`src/bpb_pkg.sv`:
```
// ----------------------------------------------------------------------------
// bpb_pkg
// Types, codes and helpers shared by the bit packet buffer modules.
// ----------------------------------------------------------------------------
`default_nettype none

package bpb_pkg;

  // Operation codes carried in the func field of an input item
  typedef enum logic [2:0] {
    FN_CLEAR    = 3'd0,
    FN_APP_BIT  = 3'd1,
    FN_RD_BIT   = 3'd2,
    FN_WR_BIT   = 3'd3,
    FN_FLIP     = 3'd4,
    FN_RD_CHUNK = 3'd5,
    FN_APP_WORD = 3'd6,
    FN_RD_WORD  = 3'd7
  } bpb_func_e;

  // What the result of an operation carries back from the byte window
  typedef enum logic [1:0] {
    RES_NONE  = 2'd0,
    RES_BIT   = 2'd1,
    RES_CHUNK = 2'd2,
    RES_WORD  = 2'd3
  } bpb_res_e;

  localparam logic [5:0] CHUNK_MAX = 6'd8;
  localparam logic [5:0] WORD_W8   = 6'd8;
  localparam logic [5:0] WORD_W16  = 6'd16;
  localparam logic [5:0] WORD_W32  = 6'd32;

  // Register file: one register, index taken from paddr[2]
  localparam int unsigned BPB_PADDR_W    = 3;
  localparam logic [0:0]  REG_FLIP_LIMIT = 1'b0;

  typedef struct packed {
    bpb_func_e   func;
    logic [9:0]  position;
    logic        bit_value;
    logic [5:0]  field_width;
    logic [31:0] word_value;
  } bpb_in_t;

  typedef struct packed {
    logic        ok;
    logic        bit_out;
    logic [31:0] value_out;
    logic [10:0] next_position;
    logic [10:0] count_out;
  } bpb_out_t;

  // Decoded operation: a span of bits over a window of up to five bytes
  typedef struct packed {
    logic        ok;
    logic        wr;
    logic        flip;
    bpb_res_e    kind;
    logic [2:0]  off;
    logic [2:0]  nbytes;
    logic [5:0]  nbits;
    logic [39:0] mask;
    logic [39:0] data;
    logic [10:0] next_pos;
  } bpb_plan_t;

  function automatic logic [31:0] byte_swap32(input logic [31:0] v);
    return {v[7:0], v[15:8], v[23:16], v[31:24]};
  endfunction

  // n ones from the top bit down
  function automatic logic [31:0] lead_ones(input logic [5:0] n);
    logic [31:0] r;
    if (n == 6'd0) begin
      r = '0;
    end else begin
      r = ~32'h0 << (6'd32 - n);
    end
    return r;
  endfunction

  // n ones from bit zero up
  function automatic logic [31:0] low_ones(input logic [5:0] n);
    return ~(~32'h0 << n);
  endfunction

endpackage

`default_nettype wire

```
`src/bpb_ram.sv`:
```
// ----------------------------------------------------------------------------
// bpb_ram
// Generic simple dual-port RAM: one write port, one read port, registered read.
// ----------------------------------------------------------------------------
`default_nettype none

module bpb_ram #(
  parameter int unsigned WIDTH = 8,
  parameter int unsigned DEPTH = 128
) (
  input  wire logic                     clk_i,
  input  wire logic                     we_i,
  input  wire logic [$clog2(DEPTH)-1:0] waddr_i,
  input  wire logic [WIDTH-1:0]         wdata_i,
  input  wire logic                     re_i,
  input  wire logic [$clog2(DEPTH)-1:0] raddr_i,
  output logic      [WIDTH-1:0]         rdata_o
);

  logic [WIDTH-1:0] mem_q [DEPTH];
  logic [WIDTH-1:0] rdata_q;

  always_ff @(posedge clk_i) begin
    if (we_i) begin
      mem_q[waddr_i] <= wdata_i;
    end
    if (re_i) begin
      rdata_q <= mem_q[raddr_i];
    end
  end

  assign rdata_o = rdata_q;

endmodule

`default_nettype wire

```
`src/bpb_plan.sv`:
```
// ----------------------------------------------------------------------------
// bpb_plan
// Operation decoder: bound checks, new bit count and the bit span to touch.
// ----------------------------------------------------------------------------
`default_nettype none

module bpb_plan import bpb_pkg::*; #(
  parameter int unsigned MAX_BYTES = 128
) (
  input  wire bpb_in_t                                  item_i,
  input  wire logic [$clog2(MAX_BYTES*8+1)-1:0]         count_i,
  input  wire logic [10:0]                              flip_limit_i,
  output bpb_plan_t                                     plan_o,
  output logic      [$clog2(MAX_BYTES)-1:0]             start_o,
  output logic      [$clog2(MAX_BYTES*8+1)-1:0]         count_o
);

  localparam int unsigned CapBits = MAX_BYTES * 8;
  localparam int unsigned CntW    = $clog2(CapBits + 1);
  localparam int unsigned AddrW   = $clog2(MAX_BYTES);
  localparam int unsigned SW      = (CntW > 11) ? CntW : 11;

  logic [SW-1:0] cnt_x, pos_x, wid_x, cap_x, end_x, avail, fl_x, s, cnt_new;
  logic [5:0]    n;
  logic [5:0]    span;
  logic [31:0]   src;
  logic          word_ok;

  assign cnt_x = SW'(count_i);
  assign pos_x = SW'(item_i.position);
  assign wid_x = SW'(item_i.field_width);
  assign cap_x = SW'(CapBits);
  assign fl_x  = SW'(flip_limit_i);
  assign end_x = pos_x + wid_x;
  assign avail = cap_x - cnt_x;

  assign word_ok = item_i.field_width inside {WORD_W8, WORD_W16, WORD_W32};

  always_comb begin
    plan_o          = '0;
    plan_o.kind     = RES_NONE;
    s               = pos_x;
    n               = '0;
    src             = '0;
    cnt_new         = cnt_x;
    case (item_i.func)
      FN_CLEAR: begin
        // store contents beyond the count are never read, so only the count drops
        plan_o.ok = 1'b1;
        cnt_new   = '0;
      end
      FN_APP_BIT: begin
        if (cnt_x < cap_x) begin
          plan_o.ok = 1'b1;
          plan_o.wr = 1'b1;
          s         = cnt_x;
          n         = 6'd1;
          src       = {item_i.bit_value, 31'h0};
          cnt_new   = cnt_x + SW'(1);
        end
      end
      FN_RD_BIT: begin
        if (pos_x < cnt_x) begin
          plan_o.ok   = 1'b1;
          plan_o.kind = RES_BIT;
          n           = 6'd1;
        end
      end
      FN_WR_BIT: begin
        if (pos_x < cap_x) begin
          plan_o.ok = 1'b1;
          plan_o.wr = 1'b1;
          n         = 6'd1;
          src       = {item_i.bit_value, 31'h0};
        end
      end
      FN_FLIP: begin
        if (pos_x < fl_x && pos_x < cap_x) begin
          plan_o.ok   = 1'b1;
          plan_o.wr   = 1'b1;
          plan_o.flip = 1'b1;
          n           = 6'd1;
        end
      end
      FN_RD_CHUNK: begin
        plan_o.next_pos = 11'(pos_x);
        if (item_i.field_width <= CHUNK_MAX && end_x <= cnt_x) begin
          plan_o.ok       = 1'b1;
          plan_o.kind     = RES_CHUNK;
          n               = item_i.field_width;
          plan_o.next_pos = end_x[10:0];
        end
      end
      FN_APP_WORD: begin
        if (word_ok) begin
          plan_o.wr = 1'b1;
          s         = cnt_x;
          src       = byte_swap32(item_i.word_value);
          // stop at capacity, keeping the bits that fit
          if (avail >= wid_x) begin
            plan_o.ok = 1'b1;
            n         = item_i.field_width;
          end else begin
            n = avail[5:0];
          end
          cnt_new = cnt_x + SW'(n);
        end
      end
      FN_RD_WORD: begin
        plan_o.next_pos = 11'(pos_x);
        if (word_ok && end_x <= cnt_x) begin
          plan_o.ok       = 1'b1;
          plan_o.kind     = RES_WORD;
          n               = item_i.field_width;
          plan_o.next_pos = end_x[10:0];
        end
      end
      default: begin
        plan_o.ok = 1'b0;
      end
    endcase

    span           = 6'(s[2:0]) + n - 6'd1;
    plan_o.off     = s[2:0];
    plan_o.nbits   = n;
    plan_o.nbytes  = (n == 6'd0) ? 3'd0 : (span[5:3] + 3'd1);
    plan_o.mask    = {lead_ones(n), 8'h00} >> s[2:0];
    plan_o.data    = {src, 8'h00} >> s[2:0];
  end

  assign start_o = s[AddrW+2:3];
  assign count_o = cnt_new[CntW-1:0];

endmodule

`default_nettype wire

```
`src/bpb_seq.sv`:
```
// ----------------------------------------------------------------------------
// bpb_seq
// Byte sequencer: walks the bytes of one operation through the byte RAM,
// merging and writing each byte back the cycle its read data returns.
// ----------------------------------------------------------------------------
`default_nettype none

module bpb_seq import bpb_pkg::*; #(
  parameter int unsigned MAX_BYTES = 128
) (
  input  wire logic        clk_i,
  input  wire logic        rst_ni,
  input  wire logic        in_valid_i,
  output logic             in_ready_o,
  input  wire bpb_in_t     in_item_i,
  input  wire logic [10:0] flip_limit_i,
  output logic             res_valid_o,
  input  wire logic        res_ready_i,
  output bpb_out_t         res_o
);

  localparam int unsigned CapBits = MAX_BYTES * 8;
  localparam int unsigned CntW    = $clog2(CapBits + 1);
  localparam int unsigned AddrW   = $clog2(MAX_BYTES);
  localparam int unsigned CntX    = (CntW > 11) ? CntW : 11;

  typedef enum logic [3:0] {
    ST_IDLE = 4'b0001,
    ST_PLAN = 4'b0010,
    ST_RUN  = 4'b0100,
    ST_DONE = 4'b1000
  } bpb_state_e;

  bpb_state_e       state_q, state_d;
  bpb_in_t          item_q;
  bpb_plan_t        plan_q, plan_d;
  logic [AddrW-1:0] start_q, start_d;
  logic [CntW-1:0]  count_q, count_d;
  logic [2:0]       rd_cnt_q;
  logic             rvalid_q;
  logic [2:0]       ridx_q;
  logic [7:0]       win_q [5];

  logic             ram_re, ram_we;
  logic [AddrW-1:0] ram_raddr, ram_waddr;
  logic [7:0]       ram_wdata, ram_rdata;
  logic [39:0]      mask_sh, data_sh, win_flat, win_sh;
  logic [7:0]       mk, dk;
  logic             last_byte;
  logic [CntX-1:0]  count_x;

  bpb_plan #(.MAX_BYTES(MAX_BYTES)) u_plan (
    .item_i       (item_q),
    .count_i      (count_q),
    .flip_limit_i (flip_limit_i),
    .plan_o       (plan_d),
    .start_o      (start_d),
    .count_o      (count_d)
  );

  bpb_ram #(.WIDTH(8), .DEPTH(MAX_BYTES)) u_ram (
    .clk_i   (clk_i),
    .we_i    (ram_we),
    .waddr_i (ram_waddr),
    .wdata_i (ram_wdata),
    .re_i    (ram_re),
    .raddr_i (ram_raddr),
    .rdata_o (ram_rdata)
  );

  // read side: one byte address per cycle
  assign ram_re    = (state_q == ST_RUN) && (rd_cnt_q < plan_q.nbytes);
  assign ram_raddr = start_q + AddrW'(rd_cnt_q);

  // write side: merge the byte that has just come back
  assign mask_sh   = plan_q.mask << {ridx_q, 3'b000};
  assign data_sh   = plan_q.data << {ridx_q, 3'b000};
  assign mk        = mask_sh[39:32];
  assign dk        = data_sh[39:32];
  assign ram_wdata = plan_q.flip ? (ram_rdata ^ mk) : ((ram_rdata & ~mk) | (dk & mk));
  assign ram_we    = rvalid_q && plan_q.wr;
  assign ram_waddr = start_q + AddrW'(ridx_q);
  assign last_byte = rvalid_q && (ridx_q == plan_q.nbytes - 3'd1);

  assign in_ready_o  = (state_q == ST_IDLE);
  assign res_valid_o = (state_q == ST_DONE);

  always_comb begin
    state_d = state_q;
    case (state_q)
      ST_IDLE: begin
        if (in_valid_i) begin
          state_d = ST_PLAN;
        end
      end
      ST_PLAN: begin
        state_d = (plan_d.nbytes != 3'd0) ? ST_RUN : ST_DONE;
      end
      ST_RUN: begin
        if (last_byte) begin
          state_d = ST_DONE;
        end
      end
      ST_DONE: begin
        if (res_ready_i) begin
          state_d = ST_IDLE;
        end
      end
      default: begin
        state_d = ST_IDLE;
      end
    endcase
  end

  always_ff @(posedge clk_i or negedge rst_ni) begin
    if (!rst_ni) begin
      state_q  <= ST_IDLE;
      count_q  <= '0;
      rd_cnt_q <= '0;
      rvalid_q <= 1'b0;
      ridx_q   <= '0;
    end else begin
      state_q <= state_d;
      if (state_q == ST_PLAN) begin
        count_q  <= count_d;
        rd_cnt_q <= '0;
        rvalid_q <= 1'b0;
      end else if (state_q == ST_RUN) begin
        rvalid_q <= ram_re;
        ridx_q   <= rd_cnt_q;
        if (ram_re) begin
          rd_cnt_q <= rd_cnt_q + 3'd1;
        end
      end
    end
  end

  always_ff @(posedge clk_i) begin
    if (in_valid_i && in_ready_o) begin
      item_q <= in_item_i;
    end
    if (state_q == ST_PLAN) begin
      plan_q  <= plan_d;
      start_q <= start_d;
    end
    if (rvalid_q) begin
      win_q[ridx_q] <= ram_rdata;
    end
  end

  // result: align the window so the first bit of the span sits on top
  assign win_flat = {win_q[0], win_q[1], win_q[2], win_q[3], win_q[4]};
  assign win_sh   = win_flat << plan_q.off;
  assign count_x  = CntX'(count_q);

  always_comb begin
    res_o               = '0;
    res_o.ok            = plan_q.ok;
    res_o.next_position = plan_q.next_pos;
    res_o.count_out     = count_x[10:0];
    case (plan_q.kind)
      RES_BIT: begin
        res_o.bit_out = win_sh[39];
      end
      RES_CHUNK: begin
        res_o.value_out = 32'(win_sh[39:32] >> (4'd8 - plan_q.nbits[3:0]));
      end
      RES_WORD: begin
        res_o.value_out = byte_swap32(win_sh[39:8]) & low_ones(plan_q.nbits);
      end
      default: begin
        res_o.value_out = '0;
      end
    endcase
  end

endmodule

`default_nettype wire

```
`src/bit_packet_buffer_core.sv`:
```
// An accepted item passes the sequencer states PLAN, RUN and DONE, then the output
//   register; RUN walks the nb bytes of the store the operation spans (1..5) and is
//   skipped when no byte is touched (clear, a failed bound check other than a partly
//   fitting word append, a zero-length chunk). RUN reads the single byte RAM one byte
//   address per cycle, and a new item is taken once the result leaves the sequencer.
// Reset: bit count and flip_limit go to zero at once; the store is not swept, since
//   the bit count acts as fill mark and no bit at or beyond it is ever read.
// ----------------------------------------------------------------------------
// bit_packet_buffer_core
// Bit-addressable packet store with APB register port and output register.
// ----------------------------------------------------------------------------
`default_nettype none

module bit_packet_buffer_core import bpb_pkg::*; #(
  parameter int unsigned MAX_BYTES = 128
) (
  input  wire logic                   clk_i,
  input  wire logic                   rst_ni,
  input  wire logic                   in_valid_i,
  output logic                        in_ready_o,
  input  wire bpb_in_t                in_item_i,
  output logic                        out_valid_o,
  input  wire logic                   out_ready_i,
  output bpb_out_t                    out_item_o,
  input  wire logic                   psel,
  input  wire logic                   penable,
  input  wire logic                   pwrite,
  input  wire logic [BPB_PADDR_W-1:0] paddr,
  input  wire logic [31:0]            pwdata,
  output logic      [31:0]            prdata,
  output logic                        pready
);

  logic [10:0] flip_limit_q;
  logic        out_valid_q;
  bpb_out_t    out_item_q;
  logic        res_valid, res_ready;
  bpb_out_t    res;
  logic        reg_sel;

  assign reg_sel = (paddr[BPB_PADDR_W-1:2] == REG_FLIP_LIMIT);
  assign pready  = 1'b1;
  assign prdata  = reg_sel ? {21'h0, flip_limit_q} : 32'h0;

  always_ff @(posedge clk_i or negedge rst_ni) begin
    if (!rst_ni) begin
      flip_limit_q <= '0;
    end else if (psel && penable && pwrite && pready && reg_sel) begin
      flip_limit_q <= pwdata[10:0];
    end
  end

  bpb_seq #(.MAX_BYTES(MAX_BYTES)) u_seq (
    .clk_i        (clk_i),
    .rst_ni       (rst_ni),
    .in_valid_i   (in_valid_i),
    .in_ready_o   (in_ready_o),
    .in_item_i    (in_item_i),
    .flip_limit_i (flip_limit_q),
    .res_valid_o  (res_valid),
    .res_ready_i  (res_ready),
    .res_o        (res)
  );

  // hold the result until taken; refill in the cycle it leaves
  assign res_ready = !out_valid_q || out_ready_i;

  always_ff @(posedge clk_i or negedge rst_ni) begin
    if (!rst_ni) begin
      out_valid_q <= 1'b0;
    end else if (res_ready) begin
      out_valid_q <= res_valid;
    end
  end

  always_ff @(posedge clk_i) begin
    if (res_valid && res_ready) begin
      out_item_q <= res;
    end
  end

  assign out_valid_o = out_valid_q;
  assign out_item_o  = out_item_q;

endmodule

`default_nettype wire

```
`config.mk`:
```
export PLATFORM = sky130hd
export DESIGN_NAME = bit_packet_buffer_core
export DESIGN_NICKNAME = d
export VERILOG_FILES = /design/src/bpb_pkg.sv /design/src/bpb_ram.sv /design/src/bpb_plan.sv /design/src/bpb_seq.sv /design/src/bit_packet_buffer_core.sv
export SDC_FILE = /design/constraint.sdc
export NUM_CORES = 2
export LEC_CHECK = 0
export BUFFER_PORTS_ARGS = -buffer_cell sky130_fd_sc_hd__buf_4
export CORE_UTILIZATION = 60
export CTS_CLUSTER_DIAMETER = 200
export DETAILED_ROUTE_END_ITERATION = 16
export PLACE_DENSITY_LB_ADDON = 0.3
export SLEW_MARGIN = 20
export SYNTH_ARGS = -nofsm -noshare
export SYNTH_HDL_FRONTEND = slang
export SYNTH_SLANG_ARGS = --single-unit
```
`constraint.sdc`:
```
create_clock -name clk_i -period 8.25 [get_ports clk_i]
set_input_delay 2.0625 -clock clk_i [delete_from_list [all_inputs] [get_ports clk_i]]
set_output_delay 2.0625 -clock clk_i [all_outputs]
set_load 0.005 [all_outputs]
```
==> run metrics <==
Worst R2R Path Depth 28; Worst setup SP type register; die area 95900 um2; Area contributors post-synth edfxtp_1 68%, mux4_2 15%, nor2_1 1.8%; HP Class register to register; Final setup viols 0; Pint 13200 uW; nets 3501; FP Rows 112; worst-case vdd ir drop 363 uV; CP Max Fanout 5; min Tclk post-route 6420 ps; HPWL Detailed 79900 um; CP Class register to register; Initial DRC Count 3931; vias in the first global route 30500; Reg power frac 0.436; CTS tree done; crit path buf inv count 3; largest net degree at the start of global routing 123; Buffers on Ports 139; Top Usage Layer GRT met2; Hold Fails Final Rpt 0; total chip power 18700 uW; Reg-to-Reg End u_seq.state_q[3]; CTS resizes 0; post-route ant nets 0; final core utilization 0.678; IO Pins 185; CP endpoint kind register; Syn Area/Cell 17.9 um2; DR vias 30900; Pwr per Cell Area 295 nW/um2; Async SR Flop Fraction 0.0256; chip width 310 um; root buf cell clkbuf_16; share of layout cells above drive strength 1 0.244; Design Area, Final 63500 um2; final worst slack 1830 ps; Synth top area share 0.683; total iterations of the first detailed-routing run 6; number of vias per cell 6.58; crit-path most repeated cell ha_1; WP data required 8890 ps; residual DRC count 0; Area Overhead vs Synth 11.7%; cell taking the most area after synthesis edfxtp_1; top_reg_cell synth edfxtp_1; total grt overflow 0; max_slew headroom 0.276; Worst path top cell family by delay compound AO/OA/AOI/OAI gates; reg2reg start u_seq.item_q[39]; GP Congestion 0.911; Gate Count Post-Synth 3173; met3 usage 0.0491; crit path from u_seq.item_q[39]; Setup Slack @ Placement 1840 ps; Max Cap Viol 0; Max Fclk 156 MHz; Ys Warns 0; clock skew 21.7 ps; M2 GR Usage 0.455; Worst path depth 28; Crit path arrival time 7060 ps; final setup TNS 0 ps; Sw Ratio 0.296; R2R Setup Slk 1830 ps; Worst-path clk slew 60 ps; unrepaired setup endpoints after global routing no; Core Footprint 93600 um2; CTS Buf Count 132; slowest cell on the critical path edfxtp_1; met1 usage 0.403; first-pass GRT wire length 198000 um; Leakage 0.0208 uW; clk_lat worst skew 750 ps; Critical Path End u_seq.state_q[3]; GR Util All Layers 0.284; post-synth cell types 94; Initial Util 0.607; Post-synth EDFFs 1292; Die Y 310 um; Sw Pwr 5550 uW; clock power share 0.312; post-DR wirelength/cell 28.4 um; postcts setup bufs 0; sequential fraction of the synthesis area 0.698; clock buffer depth 3; status finished clean; combinational share of power 0.252; Worst Tran Pin Value 1090 ps; Tcrit/Tclk final 0.779; Yosys reg bits 1326; clock sinks 1326; # hold bufs at CTS 0; Area after DPL 59200 um2; slowest stage delay, CP 540 ps; Synth Cell Area 56800 um2; # H-tree levels 4; initial antenna violation count 1; Slew Limit Fails 0; fill cell count 5928; Routed WL 134000 um
[worst min-delay path by stage]
stage,from,slack (ps),endpoint,cells past startpoint
3_5_place_dp,u_seq.res_o[16],400,out_item_o[16],0
2_1_floorplan,u_seq.res_o[11],400,out_item_o[11],0
6_report,u_seq.res_o[55],420,out_item_o[55],0
3_3_place_gp,u_seq.res_o[55],400,out_item_o[55],0
4_1_cts,u_seq.res_o[55],420,out_item_o[55],0
5_1_grt,u_seq.res_o[11],430,out_item_o[11],0
[area by class of cell]
cell class,count,area [um2],share of cell area
antenna,1,2.50,0.0000394
clock buffer,169,3520,0.0555
clock inverter,75,692,0.0109
inverter,72,275,0.00434
multi-input combinational,1614,16300,0.257
sequential,1326,39600,0.625
tap,1254,1570,0.0247
timing repair buffer,184,1450,0.0229
[worst reg2reg max path: cells and delay by family (launching register included)]
kind | cells | cell delay (ps)
AO/OA/AOI/OAI | 12 | 2240
adder cells (fa/ha/maj) | 6 | 1720
AND/OR/NAND/NOR | 4 | 1190
flip-flops | 1 | 540
XOR/XNOR | 3 | 450
buffers and inverters | 3 | 170
[per-stage QoR]
step | hold slack [ps] | instances
after floorplan | 400 | 3193
after global placement | 403 | 4449
after global routing | 428 | 4694
final | 420 | 4695
after CTS | 421 | 4693
after detailed placement | 405 | 4449
[flip-flops by register name, summed over array words and instances, names as in the netlist]
signal / cells
u_seq.u_ram.mem_q: 1024
u_seq.plan_q: 94
out_item_o: 56
u_seq.item_q: 52
u_seq.win_q: 39
u_seq.res_o: 12
flip_limit_q: 11
u_seq.count_q: 11
u_seq.u_ram.rdata_o: 8
u_seq.start_q: 7
u_seq.state_q: 4
u_seq.rd_cnt_q: 3
u_seq.ridx_q: 3
out_valid_o: 1
u_seq.rvalid_q: 1
[cell families (layout without fill, tap and decap cells)]
logic type | after synthesis | in the layout | share of synthesized area
DFF | 1326 | 1326 | 0.698
other | 2 | 23 | 0.000132
buffers and inverters | 253 | 500 | 0.0192
adders and majority gates | 79 | 79 | 0.0178
and+or+nand+nor | 633 | 633 | 0.0502
AOI/OAI and AO/OA | 344 | 344 | 0.0384
muxes | 482 | 482 | 0.168
xor gates and xnor gates | 54 | 54 | 0.00878
[cells in the mapped netlist, types with 7 or more instances]
library cell / n
nand2b_1: 7
buf_2: 15
nor2_1: 265
nor2b_1: 17
nand3_1: 49
nor3_1: 40
xnor2_1: 30
a22oi_1: 8
mux2i_1: 67
buf_1: 32
and2_1: 12
mux4_2: 370
or3_1: 8
a21oi_1: 116
o22ai_1: 11
clkbuf_1: 104
buf_4: 27
mux2_2: 43
a21o_1: 16
a2111oi_0: 7
nand2_1: 172
inv_1: 66
a211oi_1: 18
edfxtp_1: 1292
ha_1: 73
dfrtp_1: 33
and3_1: 15
o21ai_0: 84
xor2_1: 22
a31oi_1: 12
[power by group through the flow]
stage	Sequential [uW]	Combinational, uW	Clock, uW
floorplan	8240	3310	0
global placement	8290	4530	0
detailed placement	8300	4650	0
CTS	8160	4710	5900
global route	8180	5030	6150
finish	8160	4720	5840
[routing by layer]
| layer | vias up | wire length, um |
|---|---|---|
| met5 | - | 0 |
| met4 | 0 | 3800 |
| met3 | 249 | 11800 |
| met2 | 1783 | 65600 |
| met1 | 15800 | 52300 |
| li1 | 13000 | - |
[layout by cell type (no fill, tap or decap), drive strengths merged, types with 5 or more instances in the layout]
| cell | netlist | routed |
|---|---|---|
| edfxtp | 1292 | 1292 |
| mux4 | 370 | 370 |
| nor2 | 269 | 269 |
| buf | 76 | 184 |
| nand2 | 173 | 173 |
| clkbuf | 105 | 169 |
| a21oi | 117 | 117 |
| o21ai | 89 | 89 |
| inv | 70 | 79 |
| ha | 73 | 73 |
| mux2i | 69 | 69 |
| clkinv | 2 | 57 |
| nand3 | 53 | 53 |
| mux2 | 43 | 43 |
| nor3 | 42 | 42 |
| dfrtp | 33 | 33 |
| xnor2 | 32 | 32 |
| a211oi | 23 | 23 |
| conb | 2 | 22 |
| xor2 | 22 | 22 |
| nor2b | 17 | 17 |
| a21o | 16 | 16 |
| and3 | 15 | 15 |
| and2 | 13 | 13 |
| a31oi | 13 | 13 |
| o22ai | 11 | 11 |
| a22oi | 8 | 8 |
| or3 | 8 | 8 |
| nand2b | 7 | 7 |
| a2111oi | 7 | 7 |
| o31ai | 7 | 7 |
| o211ai | 6 | 6 |
| nor3b | 6 | 6 |
| a22o | 6 | 6 |
| bufinv | 0 | 6 |
| nand3b | 5 | 5 |
| clkinvlp | 0 | 5 |
| or2 | 5 | 5 |
(Power assumes the default switching activity.)
